==> src/rtl/core/mcbb_pkg.sv <==
// Shared types and constants for the material count and bounding box block.
// Used by mcbb_update and material_count_and_bounding_box.
`timescale 1ns / 1ps

package mcbb_pkg;

    localparam int LABEL_BITS  = 8;
    localparam int COORD_BITS  = 12;
    localparam int COUNT_BITS  = 25;
    localparam int TABLE_DEPTH = 1 << LABEL_BITS;

    localparam logic [COUNT_BITS-1:0] COUNT_MAX = {COUNT_BITS{1'b1}};
    localparam logic [COUNT_BITS-1:0] COUNT_ONE = COUNT_BITS'(1);

    typedef struct packed {
        logic [COUNT_BITS-1:0] count;
        logic [COORD_BITS-1:0] min_x;
        logic [COORD_BITS-1:0] min_y;
        logic [COORD_BITS-1:0] max_x;
        logic [COORD_BITS-1:0] max_y;
    } entry_t;

    typedef struct packed {
        entry_t                entry;
        logic [COORD_BITS-1:0] extent_x;
        logic [COORD_BITS-1:0] extent_y;
    } result_t;

endpackage

==> src/rtl/core/mcbb_update.sv <==
// Entry update for one cell: saturating count, box widening and extents.
// Pure combinational; depends on mcbb_pkg.
`timescale 1ns / 1ps

module mcbb_update
    import mcbb_pkg::*;
(
    input  entry_t                old_entry,
    input  logic                  old_valid,
    input  logic [COORD_BITS-1:0] cell_x,
    input  logic [COORD_BITS-1:0] cell_y,
    output result_t               result
);

    entry_t new_entry;

    always_comb begin
        if (!old_valid) begin
            // first cell of this label opens the box at its own position
            new_entry.count = COUNT_ONE;
            new_entry.min_x = cell_x;
            new_entry.min_y = cell_y;
            new_entry.max_x = cell_x;
            new_entry.max_y = cell_y;
        end else begin
            new_entry.count = (old_entry.count == COUNT_MAX) ? COUNT_MAX
                                                             : old_entry.count + COUNT_ONE;
            new_entry.min_x = (cell_x < old_entry.min_x) ? cell_x : old_entry.min_x;
            new_entry.min_y = (cell_y < old_entry.min_y) ? cell_y : old_entry.min_y;
            new_entry.max_x = (cell_x > old_entry.max_x) ? cell_x : old_entry.max_x;
            new_entry.max_y = (cell_y > old_entry.max_y) ? cell_y : old_entry.max_y;
        end
    end

    assign result.entry    = new_entry;
    assign result.extent_x = new_entry.max_x - new_entry.min_x;
    assign result.extent_y = new_entry.max_y - new_entry.min_y;

endmodule

==> config.mk <==
export PLATFORM = sky130hd
export DESIGN_NAME = mcbb_update
export DESIGN_NICKNAME = d
export VERILOG_FILES = /design/src/rtl/core/mcbb_pkg.sv /design/src/rtl/core/mcbb_update.sv
export SDC_FILE = /design/constraint.sdc
export NUM_CORES = 1
export LEC_CHECK = 0
export BUFFER_PORTS_ARGS = -buffer_cell sky130_fd_sc_hd__buf_4
export CORE_ASPECT_RATIO = 0.5
export CORE_UTILIZATION = 44
export DETAILED_ROUTE_END_ITERATION = 10
export PLACE_DENSITY = 0.84
export SYNTH_ARGS = -nofsm -noshare
export SYNTH_HDL_FRONTEND = slang
export SYNTH_SLANG_ARGS = --single-unit
==> constraint.sdc <==
create_clock -name vclk -period 8.4
set_clock_uncertainty 0.05 [all_clocks]
set_input_delay 0.42 -clock vclk [all_inputs]
set_output_delay 0.42 -clock vclk [all_outputs]
set_load 0.005 [all_outputs]
==> summary.md, run 1 <==
| Metric | Value |
|---|---|
| Worst setup EP type | primary output |
| TNS Setup | 0 ns |
| CP max-delay cell | and2_0 |
| Mux cell area share after synthesis | 8.25% |
| YS warnings | 0 |
| CP Class | in -> out |
| Hold bufs inserted after CTS | 0 |
| Mapped Nets | 672 |
| Initial Util | 47.3% |
| Sw Ratio | 47.2% |
| Antenna cell count | 0 |
| Max incr delay on CP | 0.75 ns |
| Total Routing Usage GR | 25.1% |
| Avg Cell Area, Syn | 7.10 µm² |
| Setup violators final | 0 |
| Post-route ant nets | 0 |
| Psw | 0.221 mW |
| Vias | 4254 |
| Max Freq | 181 MHz |
| Post-Synth Simple-Gate Area | 18.5% |
| Layout Area Growth over Synthesis | 43.8% |
| Setup bufs post-CTS | 0 |
| Non-Filler Instances | 799 |
| Area after DPL | 5160 µm² |
| Clock power frac | 0% |
| Ratio of cells with drive above 1 in the final layout | 32.7% |
| Post-synthesis sequential area ratio | 0% |
| Min Tclk post-route | 5.53 ns |
| DRT Wirelength | 11.0 mm |
| Synthesized area | 3590 µm² |
| Routability cong. | 0.853 |
| Vias per cell | 5.32 |
| Initial antenna violation count | 0 |
| Layout clock buffers | 0 |
| DIE AREA | 8550 µm² |
| IO Count | 195 |
| Leak | 2.76 nW |
| Post-Synth XOR/XNOR Area | 11.0% |
| Adder-Cell Fraction of Synth Area | 24.4% |
| Critical Path Fanout Max | 13 |
| WL/cell | 13.8 µm |
| Input/output buffers | 195 |
| Slew Limit Fails | 0 |
| Fill cell total of the finished layout | 682 |
| Setup ws final | 2.87 ns |
| Synthesized instance count | 506 |
| Seq. cell area | 0 µm² |
| Place WS | 2.94 ns |
| GR Overflow Total | 0 |
| Die H | 65.9 µm |
| Initial DRC count | 166 |
| Worst vdd ir | 60.8 µV |
| Worst setup path start | old_entry[13] |
| Worst min path class | in -> out |
| FFs & Latches | 0 |
| Final std cell area, no fill | 5160 µm² |
| Largest net degree at the start of global routing | 32 |
| Status | finished clean |
| Overall die width | 130 µm |
| Critical path startpoint category | primary input |
| Final nets | 859 |
| Sequential Power Share | 0% |
| Drt pass-1 iters | 4 |
| Core area | 7600 µm² |
| Unrepaired setup endpoints after global routing | no |
| Drt drc | 0 |
| Final period utilization | 65.9% |
| Post_cts resized | 0 |
| CP endpoint | result[23] |
| Worst slew pin tran | 0.926 ns |
| Synth cell types | 59 |
| Main combinational cell family by area after synthesis | compound AO/OA/AOI/OAI gates |
| Dpl cells | 799 |
| Critical Path RT | 7.93 ns |
| Complex-gate fraction of the synthesized area | 29.3% |
| First-pass GRT wire length | 17.9 mm |
| Num rows | 22 |
| Rel. slew slack | 38.2% |
| Vias in the first global route | 4016 |
| Internal power | 0.247 mW |
| CP cell instances | buf_4 > inv_1 > ha_1 > nor2b_1 > o21ai_0 > nand2b_1 > a21oi_1 > o221ai_1 > o21ai_0 > and2_0 > mux2_2 > ha_1 > nor2b_1 > o21ai_0 > a21boi_0 > o21ai_0 > nand2b_1 > a21o_1 > a41o_1 > o41ai_1 > xnor2_1 > xnor2_1 > buf_4 |
| Most used cell, CP | o21ai_0 |
| Final Hold Fails | 0 |
| Comb pwr share | 100.0% |
| Cell Pwr Density | 90.5 nW/µm² |
| Arrival time of the worst setup path | 5.06 ns |
| Maxcap violations | 0 |
| DP HPWL | 9.41 mm |
## synth_stat cells (2+ instances only)
cell	count	area, µm²
inv_1	70	263
ha_1	66	826
a21oi_1	32	160
nand2_1	32	120
nor2_1	30	113
o21ai_0	27	135
a21boi_0	24	180
a21o_1	24	180
xor2_1	23	201
xnor2_1	22	193
nand3_1	17	85.1
mux2_2	15	169
clkbuf_1	11	41.3
nand2b_1	11	68.8
mux2i_1	9	90.1
nand4_1	9	56.3
and3_1	8	50.1
a31oi_1	6	37.5
nor2b_1	6	37.5
a311oi_1	4	35.0
and4_1	4	35.0
nor3_1	4	20.0
o21ai_1	3	15.0
o21bai_1	3	22.5
or2_2	3	18.8
a211o_1	2	17.5
a211oi_1	2	15.0
and2_1	2	12.5
fa_1	2	40.0
nor2_4	2	22.5
nor4_1	2	12.5
o2111ai_1	2	17.5
o21a_1	2	15.0
o41ai_1	2	17.5
## kinds of logic after synthesis
family                   after synthesis
buffers and inverters                 82
multiplexers                          26
adder cells (fa/ha/maj)               69
XOR/XNOR                              45
AO/OA/AOI/OAI                        152
AND/OR/NAND/NOR                      132
## placed cells by master, fill, tap and decap left out, drive strengths merged, types with 11 or more instances in the layout
master,synthesis,routed
nand2,32,32
a21boi,24,24
ha,66,66
nand2b,11,11
xnor2,22,22
inv,70,70
buf,1,197
nand3,17,17
nor2,32,32
xor2,23,23
a21o,24,24
a21oi,33,33
mux2,16,16
o21ai,30,30
## per-stage QoR
stage               hold slack, ns  utilization [%]  power [mW]
floorplan                    0.860                -       0.252
global placement              1.09             68.0       0.456
detailed placement            1.09             68.0       0.464
CTS                           1.09             68.0       0.468
global route                  1.10             68.0       0.516
finish                        1.09             68.0       0.468
## power groups by stage
stage,sequential [mW],clock [mW],combinational (mW)
floorplan,0,0,0.252
global placement,0,0,0.456
detailed placement,0,0,0.464
CTS,0,0,0.468
global route,0,0,0.516
finish,0,0,0.468
## area by class of cell
| cell class | instances | area [µm²] | share of cell area, % |
|---|---|---|---|
| tap | 108 | 135 | 2.62 |
| multi-input combinational | 424 | 3290 | 63.7 |
| inverter | 70 | 263 | 5.09 |
| timing repair buffer | 197 | 1480 | 28.6 |
## worst min path at each step
stage | from | to | slack, ns | cells after the start
floorplan | old_entry[48] | result[72] | 0.86 | 1
global placement | old_entry[72] | result[96] | 1.09 | 3
detailed placement | old_entry[72] | result[96] | 1.09 | 3
CTS | old_entry[72] | result[96] | 1.09 | 3
global route | cell_x[5] | result[65] | 1.10 | 3
finish | cell_x[6] | result[66] | 1.09 | 3
## critical path: cells and delay by family
kind                       cells  cell delay, ns
buffers and inverters          3            0.26
xor gates and xnor gates       2            0.31
and+or+nand+nor                5            1.18
AOI/OAI and AO/OA             10            1.88
muxes                          1            0.46
adders and majority gates      2            0.56
## routing by layer
metal | wire length [µm] | up-vias | part of all wire [%] | track usage (%)
li1 | - | 2187 | - | -
met1 | 4850 | 1943 | 44 | 30.0
met2 | 5560 | 110 | 51 | 50.7
met3 | 402 | 14 | 3.7 | 0.405
met4 | 181 | 0 | 1.6 | 4.65
met5 | 0 | - | 0 | 0
Note: power is estimated with default switching activity, not from simulation.
==> run 2: changes to the inputs <==
==> constraint.sdc (replaced) <==
create_clock -name vclk -period 5.23
set_clock_uncertainty 0.05 [all_clocks]
set_input_delay 0.2615 -clock vclk [all_inputs]
set_output_delay 0.2615 -clock vclk [all_outputs]
set_load 0.005 [all_outputs]
==> summary.md, run 2 (synthesis results as in run 1) <==
| Metric | Value |
|---|---|
| Status | finished clean (unchanged) |
| Area after DPL | 5190 µm² (was 5160 µm²) |
| Seq. cell area | 0 µm² (unchanged) |
| Worst slew pin tran | 0.661 ns (was 0.926 ns) |
| Worst vdd ir | 92.4 µV (was 60.8 µV) |
| Min Tclk post-route | 4.81 ns |
| Rel. slew slack | 55.5% (was 38.2%) |
| Initial antenna violation count | 0 (unchanged) |
| Setup violators final | 0 (unchanged) |
| Critical path startpoint category | primary input (unchanged) |
| Critical Path Fanout Max | 5 (was 13) |
| Commonest non-fill, non-tap cell in the layout | buf_4 (unchanged) |
| Dpl cells | 802 (was 799) |
| First-pass GRT wire length | 17.5 mm (was 17.9 mm) |
| Final nets | 862 (was 859) |
| Max Freq | 208 MHz |
| Routability cong. | 0.877 (was 0.853) |
| Initial DRC count | 166 (unchanged) |
| Largest net degree at the start of global routing | 32 (unchanged) |
| Worst min path class | in -> out (unchanged) |
| IO Count | 195 (unchanged) |
| Slew Limit Fails | 0 (unchanged) |
| Maxcap violations | 0 (unchanged) |
| Ratio of cells with drive above 1 in the final layout | 33.1% (was 32.7%) |
| Power Total | 0.755 mW (was 0.468 mW) |
| Layout Area Growth over Synthesis | 44.6% (was 43.8%) |
| Cell Pwr Density | 145 nW/µm² (was 90.5 nW/µm²) |
| Post-route ant nets | 0 (unchanged) |
| Die H | 65.9 µm (unchanged) |
| Vias in the first global route | 3920 (was 4016) |
| GR Overflow Total | 0 (unchanged) |
| Vias | 4250 (was 4254) |
| Arrival time of the worst setup path | 4.50 ns (was 5.06 ns) |
| Hold depth | 3 (unchanged) |
| Antenna cell count | 0 (unchanged) |
| Layout clock buffers | 0 (unchanged) |
| Non-Filler Instances | 802 (was 799) |
| Input/output buffers | 195 (unchanged) |
| Drt pass-1 iters | 4 (unchanged) |
| Final std cell area, no fill | 5190 µm² (was 5160 µm²) |
| Critical Path RT | 4.92 ns (was 7.93 ns) |
| Fill cell total of the finished layout | 689 (was 682) |
| Hold slack | 0.771 ns (was 1.09 ns) |
| Initial Util | 47.3% (unchanged) |
| Leak | 2.77 nW (was 2.76 nW) |
| Total Routing Usage GR | 24.6% (was 25.1%) |
| Num rows | 22 (unchanged) |
| Drt drc | 0 (unchanged) |
| DIE AREA | 8550 µm² (unchanged) |
| Overall die width | 130 µm (unchanged) |
| Vias per cell | 5.30 (was 5.32) |
| DRT Wirelength | 11.1 mm (was 11.0 mm) |
| CP Class | in -> out (unchanged) |
| FFs & Latches | 0 (unchanged) |
| Most frequent cells in the layout | buf_4, inv_1, ha_1 (unchanged) |
| WL/cell | 13.8 µm (about the same) |
| Core area | 7600 µm² (unchanged) |
| Final period utilization | 92.1% |
| Worst setup EP type | primary output (unchanged) |
| TNS Setup | 0 ns (unchanged) |
| DP HPWL | 9.50 mm (was 9.41 mm) |
| Final Hold Fails | 0 (unchanged) |
[run 2: cell count changes in the layout (fill, tap and decap cells not counted)]
| cell | previous run | this run |
|---|---|---|
| buf_4 | 197 | 199 |
| a21oi_1 | 32 | 31 |
| a21oi_2 | 1 | 2 |
| buf_6 | 0 | 1 |
[run 2: what timing repair did]
item	CTS	global route
setup endpoints to repair	0	1
buffers inserted	0	0
hold buffers	0	0
gates resized for setup	0	2
[run 2: layout make-up]
class | instances | area, µm² | share of cell area (%)
well taps | 108 | 135 | 2.60
repair buffers | 200 | 1510 | 29.0
multi-input cells | 424 | 3290 | 63.4
inverters | 70 | 263 | 5.06
[run 2: stage by stage]
step / setup WS, ns / util, %
floorplan: 0.659 / -
global placement: 0.583 / 68.3
CTS: 0.408 / 68.3
detailed placement: 0.434 / 68.3
finish: 0.415 / 68.4
global route: -0.0477 / 68.4
[run 2: layer usage]
metal / vias up / track usage (%) / routed length (µm)
li1: 2202 / - / -
met1: 1942 / 29.7 / 5030
met2: 96 / 50.0 / 5630
met3: 10 / 0.485 / 347
met4: 0 / 2.91 / 87
met5: - / 0 / 0
[run 2: final timing paths]
check,startpoint,endpoint,slack [ns]
setup / recovery,old_entry[37],result[22],0.42
hold / removal,old_entry[72],result[96],0.77
[run 2: where the power goes]
part	total, mW	switching (mW)	internal (mW)
combinational	0.755	0.355	0.400
sequential	0	0	0
clock	0	0	0
[run 2: critical path, stage by stage]
cell and delay (ns):
buf_4 0.11, inv_1 0.07, ha_1 0.23, a21o_1 0.15, a21o_1 0.17, a21o_1 0.17
a21o_1 0.17, a21oi_1 0.13, o21ai_0 0.10, a22oi_2 0.36, mux2_2 0.25, ha_1 0.16
inv_1 0.06, fa_1 0.40, a21o_1 0.18, a21oi_1 0.22, o21bai_1 0.09, a21oi_1 0.23
nor2b_1 0.08, o21a_1 0.19, o21ai_0 0.19, nand2b_1 0.09, a21oi_1 0.18, xnor2_1 0.14
buf_4 0.13
==> run 3: changes to the inputs <==
--- a/config.mk
+++ b/config.mk
@@ -6,10 +6,12 @@
 export NUM_CORES = 1
 export LEC_CHECK = 0
 export BUFFER_PORTS_ARGS = -buffer_cell sky130_fd_sc_hd__buf_4
+export CELL_PAD_IN_SITES_DETAIL_PLACEMENT = 0
+export CELL_PAD_IN_SITES_GLOBAL_PLACEMENT = 1
 export CORE_ASPECT_RATIO = 0.5
-export CORE_UTILIZATION = 44
+export CORE_UTILIZATION = 32
 export DETAILED_ROUTE_END_ITERATION = 10
-export PLACE_DENSITY = 0.84
+export PLACE_DENSITY = 0.9
 export SYNTH_ARGS = -nofsm -noshare
 export SYNTH_HDL_FRONTEND = slang
 export SYNTH_SLANG_ARGS = --single-unit
==> summary.md, run 3 (synthesis results as in run 1) <==
| Metric | Value |
|---|---|
| Status | finished clean (unchanged) |
| Antenna cell count | 0 (unchanged) |
| Ratio of cells with drive above 1 in the final layout | 33.5% (was 33.1%) |
| Max Freq | 207 MHz (was 208 MHz) |
| Cell Pwr Density | 144 nW/µm² (was 145 nW/µm²) |
| Unrepaired setup endpoints after global routing | no |
| Critical path startpoint category | primary input (unchanged) |
| Largest net degree at the start of global routing | 29 (was 32) |
| Post_cts resized | 0 (unchanged) |
| Hold depth | 3 (unchanged) |
| Initial DRC count | 177 (was 166) |
| Hold Path End | result[96] (unchanged) |
| Power Total | 0.758 mW (was 0.755 mW) |
| Final nets | 864 (was 862) |
| Dpl cells | 836 (was 802) |
| GR Overflow Total | 0 (unchanged) |
| Routability cong. | 0.871 (was 0.877) |
| Non-Filler Instances | 836 (was 802) |
| Most frequent cells in the layout | buf_4, inv_1, ha_1 (unchanged) |
| TNS Setup | 0 ns (unchanged) |
| First-pass GRT wire length | 18.6 mm (was 17.5 mm) |
| Worst setup EP type | primary output (unchanged) |
| Total Routing Usage GR | 18.3% (was 24.6%) |
| Num rows | 26 (was 22) |
| Place WS | 0.287 ns (was 0.434 ns) |
| Seq. cell area | 0 µm² (unchanged) |
| Drt drc | 0 (unchanged) |
| Worst min path class | in -> out (unchanged) |
| Initial antenna violation count | 0 (unchanged) |
| Vias in the first global route | 3857 (was 3920) |
| Vias per cell | 5.06 (was 5.30) |
| Leak | 2.79 nW (was 2.77 nW) |
| IO Count | 195 (unchanged) |
| DRT Wirelength | 11.4 mm (was 11.1 mm) |
| Slew Limit Fails | 0 (unchanged) |
| Setup violators final | 0 (unchanged) |
| Drt pass-1 iters | 4 (unchanged) |
| Overall die width | 152 µm (was 130 µm) |
| Hold bufs inserted after CTS | 0 (unchanged) |
| Final Hold Fails | 0 (unchanged) |
| DP HPWL | 9.82 mm (was 9.50 mm) |
| Setup ws final | 0.395 ns (was 0.415 ns) |
| Min Tclk post-route | 4.84 ns (was 4.81 ns) |
| FFs & Latches | 0 (unchanged) |
| Layout clock buffers | 0 (unchanged) |
| Post-route ant nets | 0 (unchanged) |
| Worst vdd ir | 73.9 µV (was 92.4 µV) |
| CP Class | in -> out (unchanged) |
| Critical Path Fanout Max | 28 (was 5) |
| Final period utilization | 92.5% (was 92.1%) |
| Worst slew pin tran | 0.718 ns (was 0.661 ns) |
| Final std cell area, no fill | 5250 µm² (was 5190 µm²) |
| DIE AREA | 11700 µm² (was 8550 µm²) |
| Vias | 4231 (was 4250) |
| Critical Path RT | 4.92 ns (about the same) |
| WL/cell | 13.6 µm (was 13.8 µm) |
| Arrival time of the worst setup path | 4.52 ns (was 4.50 ns) |
| Util after Layout | 49.8% (was 68.4%) |
| Area after DPL | 5240 µm² (was 5190 µm²) |
| Layout Area Growth over Synthesis | 46.3% (was 44.6%) |
| Core area | 10500 µm² (was 7600 µm²) |
| Hold slack | 0.762 ns (was 0.771 ns) |
| Initial Util | 34.1% (was 47.3%) |
| HP Start | old_entry[72] (unchanged) |
| Input/output buffers | 195 (unchanged) |
| Setup bufs post-CTS | 0 (unchanged) |
| Die H | 76.9 µm (was 65.9 µm) |
| Commonest non-fill, non-tap cell in the layout | buf_4 (unchanged) |
| Rel. slew slack | 51.7% (was 55.5%) |
| Maxcap violations | 0 (unchanged) |
run 3: changes by cell type in the layout (fill, tap and decap cells not counted), sizes merged:
cell | previous run | this run
buf | 200 | 202
run 3: layout make-up:
cell class                 count  area (µm²)
multi-input combinational    424        3300
inverter                      70         263
timing repair buffer         202        1520
tap                          140         175
fill                        1074        5290
run 3: per-layer routing:
layer / global-route usage (%) / wire length, µm / vias to the layer above
met4: 0 / 0 / 0
li1: - / - / 2198
met3: 0.509 / 335 / 0
met2: 34.1 / 5460 / 90
met5: 0 / 0 / -
met1: 24.7 / 5560 / 1943
run 3: worst max-delay path by stage:
stage                        startpoint  slack, ns  cells after the start          to
after detailed placement      cell_x[1]       0.29                     23  result[23]
final                     old_entry[37]       0.39                     24  result[23]
after global routing       old_entry[7]       0.01                     18   result[9]
after floorplan           old_entry[37]       0.66                     23  result[23]
after CTS                     cell_x[1]       0.26                     23  result[23]
after global placement        cell_x[1]       0.44                     26  result[22]
run 3: critical path, cell delays in order:
cell,delay [ns]
buf_4,0.11
inv_1,0.07
ha_1,0.22
a21o_1,0.15
a21o_1,0.16
a21o_1,0.17
a21o_1,0.17
a21oi_1,0.12
o21ai_0,0.11
a22oi_2,0.32
buf_4,0.35
nor2_1,0.09
a21oi_1,0.13
ha_1,0.28
o21ai_0,0.13
a21boi_0,0.16
o21ai_0,0.19
nand2b_1,0.11
a21o_1,0.20
a41o_1,0.27
o41ai_2,0.29
xnor2_1,0.18
xnor2_1,0.14
buf_4,0.14
run 3: report_power, final:
part | leakage (nW) | internal, mW | total (mW) | switching (mW)
Combinational | 2.79 | 0.402 | 0.758 | 0.357
Sequential | 0 | 0 | 0 | 0
Clock | 0 | 0 | 0 | 0
